$ cat config.mk
export PLATFORM = sky130hd
export DESIGN_NAME = multi_room_heating_controller_core
export DESIGN_NICKNAME = d
export VERILOG_FILES = /design/src/mrhc_pkg.sv /design/src/mrhc_ctrl.sv /design/src/mrhc_datapath.sv /design/src/multi_room_heating_controller_core.sv
export SDC_FILE = /design/constraint.sdc
export NUM_CORES = 2
export LEC_CHECK = 0
export ABC_AREA = 1
export BUFFER_PORTS_ARGS = -buffer_cell sky130_fd_sc_hd__buf_2
export CAP_MARGIN = 10
export CORE_UTILIZATION = 45
export DETAILED_ROUTE_END_ITERATION = 16
export HOLD_SLACK_MARGIN = 0.12
export PLACE_DENSITY = 0.64
export SYNTH_ARGS = -nofsm -noshare
export SYNTH_HDL_FRONTEND = slang
export SYNTH_SLANG_ARGS = --single-unit
$ cat constraint.sdc
create_clock -name clk -period 13.2 [get_ports clk]
set_input_delay 3.3 -clock clk [delete_from_list [all_inputs] [get_ports clk]]
set_output_delay 3.3 -clock clk [all_outputs]
set_load 0.02 [all_outputs]
$ cat src/mrhc_pkg.sv
package mrhc_pkg;

  localparam int NUM_ROOMS  = 8;
  localparam int HIST_DEPTH = 8;

  localparam int ROOM_W  = 3;
  localparam int VAL_W   = 12;
  localparam int SP_W    = 11;
  localparam int RES_W   = 11;
  localparam int KIND_W  = 2;
  localparam int BAND_W  = 8;
  localparam int LIM_W   = 11;
  localparam int CNT_W   = (NUM_ROOMS > 1) ? $clog2(NUM_ROOMS) : 1;
  localparam int MAIN_W  = $clog2(NUM_ROOMS + 1);
  localparam int SLOT_W  = (HIST_DEPTH > 1) ? $clog2(HIST_DEPTH) : 1;
  localparam int ADDR_W  = CNT_W + SLOT_W;
  localparam int MEM_DEPTH = NUM_ROOMS << SLOT_W;
  localparam int ERR_W   = 14;
  localparam int PROD_W  = 23;
  localparam int D7_W    = 17;
  localparam int SUM_W   = 19;
  localparam int VSUM_W  = 16;

  localparam int TEMP_RESET = 400;
  localparam int VALVE_FULL = 1600;
  localparam int GAIN_NUM   = 205;
  localparam int GAIN_SHIFT = 11;

  localparam logic [KIND_W-1:0] KIND_VALVE   = 2'd0;
  localparam logic [KIND_W-1:0] KIND_DEFAULT = 2'd1;
  localparam logic [KIND_W-1:0] KIND_BOILER  = 2'd2;

  localparam int PADDR_W = 5;
  localparam logic [2:0] REG_BAND      = 3'd0;
  localparam logic [2:0] REG_LOW       = 3'd1;
  localparam logic [2:0] REG_HIGH_STD  = 3'd2;
  localparam logic [2:0] REG_HIGH_FLR  = 3'd3;
  localparam logic [2:0] REG_FLOOR_IDX = 3'd4;

  typedef struct packed {
    logic             accept;
    logic             rd_old;
    logic             latch_new;
    logic             calc;
    logic             select;
    logic             emit_valve;
    logic             emit_none;
    logic             boil_mul;
    logic             boil_upd;
    logic             emit_boiler;
    logic [CNT_W-1:0] room;
  } cmd_t;

  typedef struct packed {
    logic out_free;
    logic sel_run;
  } status_t;

endpackage

$ cat src/mrhc_ctrl.sv
module mrhc_ctrl (
  input  logic                clk,
  input  logic                rst_n,
  input  logic                in_valid,
  output logic                in_ready,
  input  logic                in_func,
  input  logic                in_end_of_tick,
  input  mrhc_pkg::status_t   status,
  output mrhc_pkg::cmd_t      cmd
);

  localparam logic [3:0] S_IDLE   = 4'd0;
  localparam logic [3:0] S_RD_NEW = 4'd1;
  localparam logic [3:0] S_RD_OLD = 4'd2;
  localparam logic [3:0] S_CALC   = 4'd3;
  localparam logic [3:0] S_SEL    = 4'd4;
  localparam logic [3:0] S_EMIT   = 4'd5;
  localparam logic [3:0] S_NONE   = 4'd6;
  localparam logic [3:0] S_BMUL   = 4'd7;
  localparam logic [3:0] S_BUPD   = 4'd8;
  localparam logic [3:0] S_BOUT   = 4'd9;

  localparam logic [mrhc_pkg::CNT_W-1:0] LAST_ROOM =
    mrhc_pkg::CNT_W'(mrhc_pkg::NUM_ROOMS - 1);

  logic [3:0]                 state_r, state_nxt;
  logic [mrhc_pkg::CNT_W-1:0] cnt_r, cnt_nxt;

  assign in_ready = (state_r == S_IDLE);

  always_comb begin
    state_nxt = state_r;
    cnt_nxt   = cnt_r;
    cmd       = '0;
    cmd.room  = cnt_r;
    case (state_r)
      S_IDLE: begin
        cmd.accept = in_valid;
        if (in_valid && !in_func && in_end_of_tick) begin
          state_nxt = S_RD_NEW;
          cnt_nxt   = '0;
        end
      end
      S_RD_NEW: begin
        state_nxt = S_RD_OLD;
      end
      S_RD_OLD: begin
        cmd.rd_old    = 1'b1;
        cmd.latch_new = 1'b1;
        state_nxt     = S_CALC;
      end
      S_CALC: begin
        cmd.calc = 1'b1;
        if (cnt_r == LAST_ROOM) begin
          state_nxt = S_SEL;
          cnt_nxt   = '0;
        end else begin
          cnt_nxt   = cnt_r + 1'b1;
          state_nxt = S_RD_NEW;
        end
      end
      S_SEL: begin
        cmd.select = 1'b1;
        state_nxt  = status.sel_run ? S_EMIT : S_NONE;
      end
      S_EMIT: begin
        if (status.out_free) begin
          cmd.emit_valve = 1'b1;
          if (cnt_r == LAST_ROOM) begin
            state_nxt = S_BMUL;
          end else begin
            cnt_nxt = cnt_r + 1'b1;
          end
        end
      end
      S_NONE: begin
        if (status.out_free) begin
          cmd.emit_none = 1'b1;
          state_nxt     = S_BUPD;
        end
      end
      S_BMUL: begin
        cmd.boil_mul = 1'b1;
        state_nxt    = S_BUPD;
      end
      S_BUPD: begin
        cmd.boil_upd = 1'b1;
        state_nxt    = S_BOUT;
      end
      S_BOUT: begin
        if (status.out_free) begin
          cmd.emit_boiler = 1'b1;
          state_nxt       = S_IDLE;
        end
      end
      default: begin
        state_nxt = S_IDLE;
      end
    endcase
  end

  always_ff @(posedge clk) begin
    if (!rst_n) begin
      state_r <= S_IDLE;
      cnt_r   <= '0;
    end else begin
      state_r <= state_nxt;
      cnt_r   <= cnt_nxt;
    end
  end

endmodule

$ cat src/mrhc_datapath.sv
module mrhc_datapath (
  input  logic                                clk,
  input  logic                                rst_n,
  input  mrhc_pkg::cmd_t                      cmd,
  output mrhc_pkg::status_t                   status,
  input  logic                                in_func,
  input  logic [mrhc_pkg::ROOM_W-1:0]         in_room,
  input  logic signed [mrhc_pkg::VAL_W-1:0]   in_value,
  input  logic                                in_opened,
  input  logic                                in_end_of_tick,
  input  logic [mrhc_pkg::BAND_W-1:0]         reg_band,
  input  logic [mrhc_pkg::LIM_W-1:0]          boiler_low_limit,
  input  logic [mrhc_pkg::LIM_W-1:0]          boiler_high_standard,
  input  logic [mrhc_pkg::LIM_W-1:0]          boiler_high_floor,
  input  logic [mrhc_pkg::ROOM_W-1:0]         floor_room_index,
  output logic                                out_valid,
  input  logic                                out_ready,
  output logic [mrhc_pkg::KIND_W-1:0]         out_kind,
  output logic [mrhc_pkg::ROOM_W-1:0]         out_room_res,
  output logic [mrhc_pkg::RES_W-1:0]          out_value_res,
  output logic                                out_last
);

  localparam int N = mrhc_pkg::NUM_ROOMS;
  localparam int CW = mrhc_pkg::CNT_W;
  localparam int SW = mrhc_pkg::SLOT_W;
  localparam int EW = mrhc_pkg::ERR_W;
  localparam logic [SW-1:0] LAST_SLOT = SW'(mrhc_pkg::HIST_DEPTH - 1);
  localparam logic [mrhc_pkg::MAIN_W-1:0] NO_MAIN = mrhc_pkg::MAIN_W'(N);
  localparam logic [mrhc_pkg::RES_W-1:0] FULL = mrhc_pkg::RES_W'(mrhc_pkg::VALVE_FULL);

  logic signed [mrhc_pkg::VAL_W-1:0] mem [mrhc_pkg::MEM_DEPTH];
  logic [mrhc_pkg::MEM_DEPTH-1:0]    mem_vld_r;
  logic signed [mrhc_pkg::VAL_W-1:0] rdata_r;
  logic                              rvld_r;
  logic signed [mrhc_pkg::VAL_W-1:0] hist_val;
  logic signed [mrhc_pkg::VAL_W-1:0] newest_r;

  logic [SW-1:0]                ptr_r;
  logic [SW-1:0]                ptr_inc;
  logic [SW-1:0]                old_slot;
  logic [mrhc_pkg::ADDR_W-1:0]  waddr;
  logic [mrhc_pkg::ADDR_W-1:0]  raddr;
  logic                         room_ok;
  logic                         we;

  logic [mrhc_pkg::SP_W-1:0]    sp_r [N];
  logic [N-1:0]                 open_r;
  logic [mrhc_pkg::RES_W-1:0]   valve_r [N];
  logic signed [EW-1:0]         e_r [N];
  logic signed [EW-1:0]         d_r [N];
  logic [N-1:0]                 under_r;
  logic [N-1:0]                 over_r;
  logic [mrhc_pkg::MAIN_W-1:0]  main_r, main_nxt;
  logic                         run_r, run_nxt;
  logic [mrhc_pkg::RES_W-1:0]   boiler_r;
  logic                         flim_r;

  logic [CW-1:0]                sp_idx;
  logic [mrhc_pkg::SP_W-1:0]    sp_sel;
  logic signed [EW-1:0]         e_calc, d_calc, band_s;
  logic [CW-1:0]                ed_idx;
  logic signed [EW-1:0]         e_sel, d_sel;

  logic [N-1:0]                 cand;
  logic [mrhc_pkg::MAIN_W-1:0]  poss, req;
  logic                         main_ok;

  logic signed [mrhc_pkg::VSUM_W-1:0] vsum;
  logic [mrhc_pkg::RES_W-1:0]   valve_new;

  logic signed [mrhc_pkg::PROD_W-1:0] prod_r;
  logic signed [mrhc_pkg::D7_W-1:0]   d7_r;
  logic signed [mrhc_pkg::D7_W-1:0]   d_x;
  logic                         bu_r, bo_r;
  logic [mrhc_pkg::LIM_W-1:0]   hi;
  logic signed [mrhc_pkg::SUM_W-1:0] t, hi_s, lo_s, hf_s;
  logic                         floor_on;

  logic                         out_valid_r;
  logic [mrhc_pkg::KIND_W-1:0]  kind_r;
  logic [mrhc_pkg::ROOM_W-1:0]  room_res_r;
  logic [mrhc_pkg::RES_W-1:0]   value_res_r;
  logic                         last_r;
  logic                         load;

  assign room_ok  = ({1'b0, in_room} < (mrhc_pkg::ROOM_W + 1)'(N));
  assign ptr_inc  = (ptr_r == LAST_SLOT) ? '0 : ptr_r + 1'b1;
  assign old_slot = (ptr_r == LAST_SLOT) ? '0 : ptr_r + 1'b1;
  assign we       = cmd.accept && !in_func && room_ok;
  assign waddr    = {CW'(in_room), ptr_inc};
  assign raddr    = {cmd.room, cmd.rd_old ? old_slot : ptr_r};

  always_ff @(posedge clk) begin
    if (we) begin
      mem[waddr] <= in_value;
    end
    rdata_r <= mem[raddr];
  end

  always_ff @(posedge clk) begin
    if (!rst_n) begin
      mem_vld_r <= '0;
      rvld_r    <= 1'b0;
    end else begin
      if (we) begin
        mem_vld_r[waddr] <= 1'b1;
      end
      rvld_r <= mem_vld_r[raddr];
    end
  end

  assign hist_val = rvld_r ? rdata_r : mrhc_pkg::VAL_W'(mrhc_pkg::TEMP_RESET);

  assign sp_idx = cmd.calc ? cmd.room : CW'(floor_room_index);
  assign sp_sel = sp_r[sp_idx];
  assign e_calc = $signed({{(EW - mrhc_pkg::SP_W){1'b0}}, sp_sel}) - EW'(newest_r);
  assign d_calc = EW'(newest_r) - EW'(hist_val);
  assign band_s = $signed({{(EW - mrhc_pkg::BAND_W){1'b0}}, reg_band});

  assign ed_idx = cmd.boil_mul ? main_r[CW-1:0] : cmd.room;
  assign e_sel  = e_r[ed_idx];
  assign d_sel  = d_r[ed_idx];

  always_comb begin
    poss = NO_MAIN;
    req  = NO_MAIN;
    for (int r = 0; r < N; r++) begin
      cand[r] = (sp_r[r] != '0) && open_r[r] && (main_r != mrhc_pkg::MAIN_W'(r));
      if (cand[r]) begin
        poss = mrhc_pkg::MAIN_W'(r);
        if (under_r[r]) begin
          req = mrhc_pkg::MAIN_W'(r);
        end
      end
    end
    main_ok  = (main_r < NO_MAIN);
    main_nxt = main_r;
    run_nxt  = 1'b1;
    if (main_ok && under_r[main_r[CW-1:0]]) begin
      main_nxt = main_r;
    end else if (req != NO_MAIN) begin
      main_nxt = req;
    end else if (!main_ok || over_r[main_r[CW-1:0]]) begin
      if (poss != NO_MAIN) begin
        main_nxt = poss;
      end else begin
        run_nxt = 1'b0;
      end
    end
  end

  assign status.sel_run  = run_nxt;
  assign load            = !out_valid_r || out_ready;
  assign status.out_free = load;

  always_comb begin
    vsum = $signed({{(mrhc_pkg::VSUM_W - mrhc_pkg::RES_W){1'b0}}, valve_r[cmd.room]})
         + mrhc_pkg::VSUM_W'(e_sel) - mrhc_pkg::VSUM_W'(d_sel);
    if (main_r == mrhc_pkg::MAIN_W'(cmd.room)) begin
      valve_new = FULL;
    end else if (under_r[cmd.room]) begin
      valve_new = FULL;
    end else if (over_r[cmd.room]) begin
      valve_new = '0;
    end else if (vsum > mrhc_pkg::VSUM_W'(mrhc_pkg::VALVE_FULL)) begin
      valve_new = FULL;
    end else if (vsum < 0) begin
      valve_new = '0;
    end else begin
      valve_new = vsum[mrhc_pkg::RES_W-1:0];
    end
  end

  assign d_x = mrhc_pkg::D7_W'(d_sel);

  always_comb begin
    hi   = flim_r ? boiler_high_floor : boiler_high_standard;
    hi_s = $signed({{(mrhc_pkg::SUM_W - mrhc_pkg::LIM_W){1'b0}}, hi});
    lo_s = $signed({{(mrhc_pkg::SUM_W - mrhc_pkg::LIM_W){1'b0}}, boiler_low_limit});
    hf_s = $signed({{(mrhc_pkg::SUM_W - mrhc_pkg::LIM_W){1'b0}}, boiler_high_floor});
    floor_on = ({1'b0, floor_room_index} < (mrhc_pkg::ROOM_W + 1)'(N)) && (sp_sel != '0);
    if (!run_r) begin
      t = '0;
    end else begin
      if (bu_r) begin
        t = hi_s;
      end else if (bo_r) begin
        t = lo_s;
      end else begin
        t = $signed({{(mrhc_pkg::SUM_W - mrhc_pkg::RES_W){1'b0}}, boiler_r})
          + mrhc_pkg::SUM_W'(prod_r >>> mrhc_pkg::GAIN_SHIFT)
          - mrhc_pkg::SUM_W'(d7_r);
      end
      if (t > hi_s) begin
        t = hi_s;
      end else if (t < lo_s) begin
        t = lo_s;
      end
    end
    if (floor_on && (t > hf_s)) begin
      t = hf_s;
    end
  end

  always_ff @(posedge clk) begin
    if (cmd.latch_new) begin
      newest_r <= hist_val;
    end
    if (cmd.calc) begin
      e_r[cmd.room] <= e_calc;
      d_r[cmd.room] <= d_calc;
      under_r[cmd.room] <= (e_calc > band_s);
      over_r[cmd.room]  <= (e_calc < -band_s);
    end
    if (cmd.boil_mul) begin
      prod_r <= mrhc_pkg::PROD_W'(e_sel) * $signed(mrhc_pkg::PROD_W'(mrhc_pkg::GAIN_NUM));
      d7_r   <= (d_x <<< 3) - d_x;
      bu_r   <= under_r[ed_idx];
      bo_r   <= over_r[ed_idx];
    end
    if (load && (cmd.emit_valve || cmd.emit_none || cmd.emit_boiler)) begin
      last_r <= cmd.emit_boiler;
      if (cmd.emit_valve) begin
        kind_r      <= mrhc_pkg::KIND_VALVE;
        room_res_r  <= mrhc_pkg::ROOM_W'(cmd.room);
        value_res_r <= valve_new;
      end else if (cmd.emit_none) begin
        kind_r      <= mrhc_pkg::KIND_DEFAULT;
        room_res_r  <= '0;
        value_res_r <= '0;
      end else begin
        kind_r      <= mrhc_pkg::KIND_BOILER;
        room_res_r  <= '0;
        value_res_r <= boiler_r;
      end
    end
  end

  always_ff @(posedge clk) begin
    if (!rst_n) begin
      ptr_r       <= '0;
      open_r      <= '0;
      main_r      <= NO_MAIN;
      run_r       <= 1'b0;
      boiler_r    <= '0;
      flim_r      <= 1'b0;
      out_valid_r <= 1'b0;
      for (int r = 0; r < N; r++) begin
        sp_r[r]    <= '0;
        valve_r[r] <= '0;
      end
    end else begin
      if (cmd.accept) begin
        if (in_func) begin
          if (room_ok) begin
            sp_r[CW'(in_room)] <= in_value[mrhc_pkg::VAL_W-1] ? '0
                                : in_value[mrhc_pkg::SP_W-1:0];
          end
        end else begin
          if (room_ok) begin
            open_r[CW'(in_room)] <= in_opened;
          end
          if (in_end_of_tick) begin
            ptr_r <= ptr_inc;
          end
        end
      end
      if (cmd.select) begin
        main_r <= main_nxt;
        run_r  <= run_nxt;
      end
      if (cmd.emit_valve && load) begin
        valve_r[cmd.room] <= valve_new;
      end
      if (cmd.boil_upd) begin
        boiler_r <= t[mrhc_pkg::RES_W-1:0];
        flim_r   <= floor_on;
      end
      if (load && (cmd.emit_valve || cmd.emit_none || cmd.emit_boiler)) begin
        out_valid_r <= 1'b1;
      end else if (out_ready) begin
        out_valid_r <= 1'b0;
      end
    end
  end

  assign out_valid     = out_valid_r;
  assign out_kind      = kind_r;
  assign out_room_res  = room_res_r;
  assign out_value_res = value_res_r;
  assign out_last      = last_r;

endmodule

$ cat src/multi_room_heating_controller_core.sv
// Multi-room heating controller.
// Input channel (in_*): room samples (func 0) and setpoint writes (func 1).
// A sample with end_of_tick set closes the tick and starts the control pass.
// Result channel (out_*): a normal pass gives one valve opening per room in
// room order, then the boiler setpoint with last set. When no main room can
// be chosen it gives one all-valves-default item and a zero boiler setpoint.
// Setpoint writes and samples without end_of_tick give no result. A closing
// sample fetches the newest and oldest history entries of each room in turn
// through the single read port of the history memory, then selects the main
// room, sends the valve items one at a time as the result register frees,
// updates the boiler and then sends the boiler item.
// The input is held off during the control pass.
// The result register holds an item while out_ready is low and the pass
// waits; the next input is taken while the last result still waits.
// After reset the history reads as 25 C, setpoints and valves are zero,
// no main room is chosen and the registers hold their reset values.
// Registers sit on the APB port at byte addresses 0, 4, 8, 12 and 16.
module multi_room_heating_controller_core (
  input  logic                              clk,
  input  logic                              rst_n,
  input  logic                              in_valid,
  output logic                              in_ready,
  input  logic                              in_func,
  input  logic [mrhc_pkg::ROOM_W-1:0]       in_room,
  input  logic signed [mrhc_pkg::VAL_W-1:0] in_value,
  input  logic                              in_opened,
  input  logic                              in_end_of_tick,
  output logic                              out_valid,
  input  logic                              out_ready,
  output logic [mrhc_pkg::KIND_W-1:0]       out_kind,
  output logic [mrhc_pkg::ROOM_W-1:0]       out_room_res,
  output logic [mrhc_pkg::RES_W-1:0]        out_value_res,
  output logic                              out_last,
  input  logic                              psel,
  input  logic                              penable,
  input  logic                              pwrite,
  input  logic [mrhc_pkg::PADDR_W-1:0]      paddr,
  input  logic [31:0]                       pwdata,
  output logic [31:0]                       prdata,
  output logic                              pready
);

  logic [mrhc_pkg::BAND_W-1:0] band_r;
  logic [mrhc_pkg::LIM_W-1:0]  low_r;
  logic [mrhc_pkg::LIM_W-1:0]  high_std_r;
  logic [mrhc_pkg::LIM_W-1:0]  high_flr_r;
  logic [mrhc_pkg::ROOM_W-1:0] floor_idx_r;
  logic [2:0]                  reg_idx;
  logic                        wr_en;
  mrhc_pkg::cmd_t              cmd;
  mrhc_pkg::status_t           status;

  assign pready  = 1'b1;
  assign reg_idx = paddr[4:2];
  assign wr_en   = psel && penable && pwrite;

  always_ff @(posedge clk) begin
    if (!rst_n) begin
      band_r      <= 8'd8;
      low_r       <= 11'd480;
      high_std_r  <= 11'd1120;
      high_flr_r  <= 11'd720;
      floor_idx_r <= '0;
    end else if (wr_en && (paddr[1:0] == 2'b00)) begin
      case (reg_idx)
        mrhc_pkg::REG_BAND:      band_r      <= pwdata[mrhc_pkg::BAND_W-1:0];
        mrhc_pkg::REG_LOW:       low_r       <= pwdata[mrhc_pkg::LIM_W-1:0];
        mrhc_pkg::REG_HIGH_STD:  high_std_r  <= pwdata[mrhc_pkg::LIM_W-1:0];
        mrhc_pkg::REG_HIGH_FLR:  high_flr_r  <= pwdata[mrhc_pkg::LIM_W-1:0];
        mrhc_pkg::REG_FLOOR_IDX: floor_idx_r <= pwdata[mrhc_pkg::ROOM_W-1:0];
        default: begin
        end
      endcase
    end
  end

  always_comb begin
    case (reg_idx)
      mrhc_pkg::REG_BAND:      prdata = 32'(band_r);
      mrhc_pkg::REG_LOW:       prdata = 32'(low_r);
      mrhc_pkg::REG_HIGH_STD:  prdata = 32'(high_std_r);
      mrhc_pkg::REG_HIGH_FLR:  prdata = 32'(high_flr_r);
      mrhc_pkg::REG_FLOOR_IDX: prdata = 32'(floor_idx_r);
      default:                 prdata = '0;
    endcase
  end

  mrhc_ctrl u_ctrl (
    .clk            (clk),
    .rst_n          (rst_n),
    .in_valid       (in_valid),
    .in_ready       (in_ready),
    .in_func        (in_func),
    .in_end_of_tick (in_end_of_tick),
    .status         (status),
    .cmd            (cmd)
  );

  mrhc_datapath u_dp (
    .clk                  (clk),
    .rst_n                (rst_n),
    .cmd                  (cmd),
    .status               (status),
    .in_func              (in_func),
    .in_room              (in_room),
    .in_value             (in_value),
    .in_opened            (in_opened),
    .in_end_of_tick       (in_end_of_tick),
    .reg_band             (band_r),
    .boiler_low_limit     (low_r),
    .boiler_high_standard (high_std_r),
    .boiler_high_floor    (high_flr_r),
    .floor_room_index     (floor_idx_r),
    .out_valid            (out_valid),
    .out_ready            (out_ready),
    .out_kind             (out_kind),
    .out_room_res         (out_room_res),
    .out_value_res        (out_value_res),
    .out_last             (out_last)
  );

endmodule

-- Yosys cells after proc, flatten, opt, wreduce, memory -nomap -nowiden
Memories as Yosys holds them, arrays and structs flattened. A register that Yosys moved wholly into a read port is not among the register bits.
Index checks and enable logic that the tools add are counted.
- bits in registers: 232
- RAM bits: 1168
- input port bits: 62
- logic and storage cells: 281
- memories kept: 5
- add/subtract/negate cells: 10
- $mul: 1
- magnitude comparators: 17
- equality and inequality tests: 31
- muxes and demuxes: 122
- bitwise gates (word level): 3
- reduce and logical (&&, ||, !) cells: 65
- memory list (memory ; depth ; width ; rd ports ; clocked after Yosys merged registers in ; wr ports ; line ; source):
    u_dp.mem ; 64 ; 12 ; 1 ; 1 ; 1 ; mrhc_datapath.sv:32 ; logic signed [mrhc_pkg::VAL_W-1:0] mem [mrhc_pkg::MEM_DEPTH];
    u_dp.d_r ; 8 ; 14 ; 1 ; 0 ; 1 ; mrhc_datapath.sv:51 ; logic signed [EW-1:0] d_r [N];
    u_dp.e_r ; 8 ; 14 ; 1 ; 0 ; 1 ; mrhc_datapath.sv:50 ; logic signed [EW-1:0] e_r [N];
    u_dp.sp_r ; 8 ; 11 ; 9 ; 0 ; 8 ; mrhc_datapath.sv:47 ; logic [mrhc_pkg::SP_W-1:0] sp_r [N];
    u_dp.valve_r ; 8 ; 11 ; 1 ; 1 ; 8 ; mrhc_datapath.sv:49 ; logic [mrhc_pkg::RES_W-1:0] valve_r [N];
- operators with widths (cell ; number):
    11-bit two-way mux ; 12
    4-bit two-way mux ; 32
    19-bit two-way mux ; 6
    11-bit nonzero test ; 9
    64-bit bitwise OR ; 1
    11-bit case mux with 5 select lines ; 1
    4-bit case mux with 10 select lines ; 1
    1-bit two-way mux ; 39
    3-bit two-way mux ; 13
    19-bit by 12-bit > comparator with 1-bit output ; 2
    1-bit logical AND ; 29
    12-bit by 12-bit subtractor with 13-bit output ; 2
    8-bit bitwise mux ; 3
    14-bit by 9-bit multiplier with 23-bit output (second input constant) ; 1
    11-bit OR reduction ; 2
    19-bit by 12-bit less-than comparator with 1-bit output ; 1
    1-bit binary-select mux with 3-bit select ; 6
    13-bit by 17-bit subtractor with 18-bit output ; 1
    17-bit by 14-bit subtractor with 17-bit output ; 1
    4-bit by 3-bit == test with 1-bit output (second input constant) ; 4
    16-bit by 12-bit > comparator with 1-bit output (second input constant) ; 1
    16-bit by 1-bit less-than comparator with 1-bit output (second input constant) ; 1
    3-bit by 4-bit less-than comparator with 1-bit output (second input constant) ; 4
    4-bit by 3-bit inequality test with 1-bit output (second input constant) ; 4
    other kinds (42) ; 73

-- Logic depth before layout (Yosys ltp)
An unclocked memory read counts as a cell.
- depth in word-level cells: 24
- gate-level depth with buffers: 44

-- By module
A second synthesis with hierarchy kept.
- cell total of the unflattened synthesis: 6130
- area total of the unflattened synthesis: 64830.9 um^2
- by module, submodules not included (module ; times used ; cells an instance ; area an instance (um^2) ; seq. area each (um^2)):
    mrhc_datapath ; 1 ; 5676 ; 61845.6 ; 38997.4
    multi_room_heating_controller_core ; 1 ; 351 ; 2363.5 ; 880.8
    mrhc_ctrl ; 1 ; 103 ; 621.8 ; 140.1

-- Worst setup path after synthesis
No wires, ideal clock.
- kind: input -> output
- from: input paddr[2] (netlist name)
- to: output prdata[1]
- data arrival time: 4.439 ns
- data required time: 9.900 ns
- setup slack: 5.461 ns
- stages: 5
- path buffers: 0
- path through: nor3_1 -> inv_1 -> o22ai_1 -> a221oi_1 -> o21ai_0
- longest elaborated chain between the ends: 2
- RTL lines (item ; line ; source):
    start, declared ; multi_room_heating_controller_core.sv:37 ; input logic [mrhc_pkg::PADDR_W-1:0] paddr,
    3-bit == test (tied with other cells) ; multi_room_heating_controller_core.sv:78 ; case (reg_idx)
    11-bit case mux with 5 select lines (*) ; multi_room_heating_controller_core.sv:78 ;
    end, declared ; multi_room_heating_controller_core.sv:39 ; output logic [31:0] prdata,
Mark *: on every way between the ends. The rest lies on a longest branch, timed or not.

-- Worst setup path in the final report
- from: input paddr[4] (netlist name)
- to: output prdata[1]
The elaborated chain is that of the path after synthesis.

==> load_flow_metrics.sql <==
INSERT INTO impl_metrics (metric_group, metric, value, unit) VALUES
('pwr', 'static-leakage-power', '26.23', 'nW'),
('pwr', 'clkPwrFrac', '24.8', '%'),
('pwr', 'power_switching', '0.006409', 'W'),
('die', 'die_width', '380.1', 'µm'),
('clock_network', 'cts_root_buffer', 'clkbuf_16', ''),
('sta', 'timing.final.max_slew_violations', '0', ''),
('sta', 'finalHoldViolCount', '0', ''),
('logic_synthesis', 'synth.distinct_cells', '64', ''),
('clock_network', 'post-cts-setup-buffer-count', '0', ''),
('clock_network', 'worstSkewPairLatency', '0.79', 'ns'),
('sta', 'worstMarginPinSlew', '1.230', 'ns'),
('critical_path', 'critical_path_required', '9.90', 'ns'),
('placement', 'hpwl_dp', '115500', 'µm'),
('global_routing', 'track_usage', '24.66', '%'),
('drt', 'wl', '181400', 'µm'),
('logic_synthesis', 'avgSynthCellArea', '10.76', 'µm²'),
('clock_network', 'tritoncts', 'done', ''),
('global_routing', 'grt_pass1_vias', '43660', ''),
('critical_path', 'crit_path_start_kind', 'input port', ''),
('flow_run', 'max_cap_viol_count', '0', ''),
('placement', 'place_worst_setup_slack', '4.745', 'ns'),
('drt', 'post-route-drc-count', '0', ''),
('logic_synthesis', 'netlist_area', '64330', 'µm²'),
('global_routing', 'grt_overflow_total', '0', ''),
('logic_synthesis', 'fraction_of_registers_with_async_set_or_reset_after_synthesis', '0', '%'),
('pwr', 'ir_drop', '0.3236', 'mV'),
('pwr', 'p_int', '0.01003', 'W'),
('die', 'die_h', '380.1', 'µm'),
('clock_network', 'cts_max_level', '4', ''),
('logic_synthesis', 'ys_warn_count', '0', ''),
('drt', 'post_drt_via_cell_ratio', '5.696', ''),
('critical_path', 'reg2reg_setup_slack', '5.54', 'ns'),
('hold_path', 'whs_endpoint', 'u_dp.open_r[5]$_SDFFE_PN0P_', ''),
('critical_path', 'arrival', '5.19', 'ns'),
('sta', 'fin_skew', '0.04902', 'ns'),
('clock_network', 'cts_inserted_buffers', '148', ''),
('clock_network', 'ctsHoldBuffers', '0', ''),
('sta', 'timing.max_slew.rel_slack', '17.72', '%'),
('clock_network', 'max-clock-path-buffers', '3', ''),
('final_layout', 'area_occupied_by_registers', '40080', 'µm²'),
('sta', 'post-route-worst-setup-slack', '4.708', 'ns'),
('global_routing', 'grt_antenna_before_repair', '7', ''),
('hold_path', 'hold_depth', '2', ''),
('sta', 'grt_setup_unrepaired', 'false', ''),
('drt', 'first_iter_violations', '4648', ''),
('sta', 'fmaxAchievable', '0.1178', 'GHz'),
('die', 'initial_utilization', '45.38', '%'),
('critical_path', 'rr_startpoint', 'u_ctrl.state_r[3]$_SDFFE_PN0P_', ''),
('final_layout', 'nFillCells', '12540', ''),
('clock_network', 'clock_sink_count', '1388', ''),
('logic_synthesis', 'post_synth_inst_count', '5980', ''),
('global_routing', 'grt_max_degree', '153', ''),
('final_layout', 'nets', '6337', ''),
('final_layout', 'leading_cell_type_in_the_layout_fill_and_taps_excluded', 'edfxtp_1', ''),
('die', 'rows', '138', ''),
('critical_path', 'crit_end_category', 'output pin', ''),
('logic_synthesis', 'number_of_flops_mapped_to_enable_cells_by_yosys', '1228', ''),
('sta', 'finalSetupViolations', '0', ''),
('final_layout', 'syn_to_final_growth', '11.25', '%'),
('die', 'design.portCount', '114', ''),
('critical_path', 'ff2ff_path_depth', '33', ''),
('clock_network', 'cts_resized', '0', ''),
('hold_path', 'hold_class', 'reg -> reg', ''),
('logic_synthesis', 'postSynth.topFlopCell', 'edfxtp_1', ''),
('pwr', 'pwr-share-seq', '32.0', '%'),
('placement', 'place_congestion', '0.9410', ''),
('drt', 'drtAntennaViolNets', '0', ''),
('status', 'outcome', 'complete, no violations', ''),
('drt', 'detailedRoute.firstPassIterationCount', '6', ''),
('logic_synthesis', 'postSynthRegisterBits', '1388', ''),
('final_layout', 'multi_input_comb_area', '20940', 'µm²');
-- sequential cells by signal (all words and copies together), names as in the netlist, 12 cells and up, named ones only --
signal,flops
u_dp.d7_r,17
u_dp.d_r,104
u_dp.e_r,104
u_dp.mem,768
u_dp.mem_vld_r,64
u_dp.newest_r,12
u_dp.prod_r,12
u_dp.rdata_r,12
u_dp.sp_r,88
u_dp.valve_r,88
-- worst max-delay path, cell delays in order --
cell and delay (ns):
buf_2 0.13, nor3_1 0.75, inv_1 0.31, o22ai_1 0.22, a221oi_1 0.07, o21ai_0 0.17, buf_2 0.24
-- per-stage QoR --
step                      cell area, µm²  cells  utilization [%]  total power (W)  hold WS, ns
after floorplan                    64410   6000                -          0.01048       0.4301
after global placement             66750   7761            47.09          0.01232       0.4440
after detailed placement           66750   7761            47.09          0.01240       0.4546
after CTS                          71550   8035            50.47          0.01649       0.4656
after global routing               71550   8035            50.47          0.01758       0.4821
final                              71570   8043            50.49          0.01644       0.4624
-- logic make-up (layout without fill, tap and decap cells) --
kind of cell / count (synthesis) / in the layout / synth area share [%]
simple gates: 1989 / 1989 / 12.53
buf+inv: 858 / 1003 / 5.452
compound gates: 1412 / 1412 / 13.11
other cells: 2 / 30 / 0.01167
fa+ha+maj: 254 / 254 / 5.547
xor+xnor: 77 / 77 / 1.048
flops: 1388 / 1388 / 62.30
-- power groups by stage --
| stage | Clock, W | Combinational (W) | Sequential (W) |
|---|---|---|---|
| 2_1_floorplan | 0 | 0.00515 | 0.00533 |
| 3_3_place_gp | 0 | 0.00697 | 0.00535 |
| 3_5_place_dp | 0 | 0.00705 | 0.00535 |
| 4_1_cts | 0.00413 | 0.00711 | 0.00526 |
| 5_1_grt | 0.00429 | 0.00803 | 0.00526 |
| 6_report | 0.00408 | 0.00711 | 0.00526 |
-- worst max-delay path by stage --
| stage | slack, ns | cells past startpoint | startpoint | endpoint |
|---|---|---|---|---|
| after floorplan | 5.46 | 5 | paddr[2] | prdata[1] |
| after global routing | 4.62 | 7 | paddr[4] | prdata[1] |
| after global placement | 4.73 | 7 | paddr[4] | prdata[1] |
| after detailed placement | 4.74 | 7 | paddr[4] | prdata[1] |
| final | 4.71 | 7 | paddr[4] | prdata[1] |
| after CTS | 4.75 | 7 | paddr[4] | prdata[1] |
-- area by class of cell --
cell class	instances	share of cell area, %
antenna	8	0.02797
clock buffer	201	5.713
tap	1890	3.304
clock inverter	73	0.9930
inverter	536	2.836
sequential	1388	56.00
multi-input combinational	3754	29.25
timing repair buffer	193	1.871
-- cell usage after synthesis, types with 4 or more instances --
library cell  count  area share, %
o211ai_1         96            1.1
o21bai_1         19           0.22
o22ai_1         106            1.0
o2111ai_1        12           0.16
a21oi_1         214            1.7
buf_4            32           0.37
buf_6            10           0.18
clkbuf_1        208            1.2
xor2_1           56           0.76
edfxtp_1       1228             57
nor4_1           19           0.18
o21ai_0         665            5.2
nor2_2            4          0.039
or3_1             9          0.088
buf_2            70           0.54
nand3_1         226            1.8
nand4_1          26           0.25
o31ai_1           4          0.047
a221oi_1          5          0.068
inv_2            17          0.099
o21ai_1          59           0.46
ha_1            202            3.9
o21a_1            6          0.070
nand2_1         652            3.8
nand2_2           6          0.058
inv_1           515            3.0
xnor2_1          21           0.29
a211oi_1          8          0.093
fa_1             52            1.6
nor3_1           43           0.33
o221ai_1        162            2.2
a21o_1            8          0.093
a22oi_1           6          0.070
nand3b_1          8          0.093
dfxtp_1         160            5.0
a31oi_1          10          0.097
nor2_1          982            5.7
a32o_1           12           0.19
-- routing by layer --
| metal | vias up | wire [µm] | track usage [%] |
|---|---|---|---|
| met4 | 4 | 7368 | 10.36 |
| met3 | 368 | 14450 | 4.454 |
| li1 | 21260 | - | - |
| met1 | 22330 | 72740 | 31.88 |
| met5 | - | 31 | 0 |
| met2 | 1841 | 86850 | 40.81 |
Note: power is estimated with default switching activity, not from simulation.
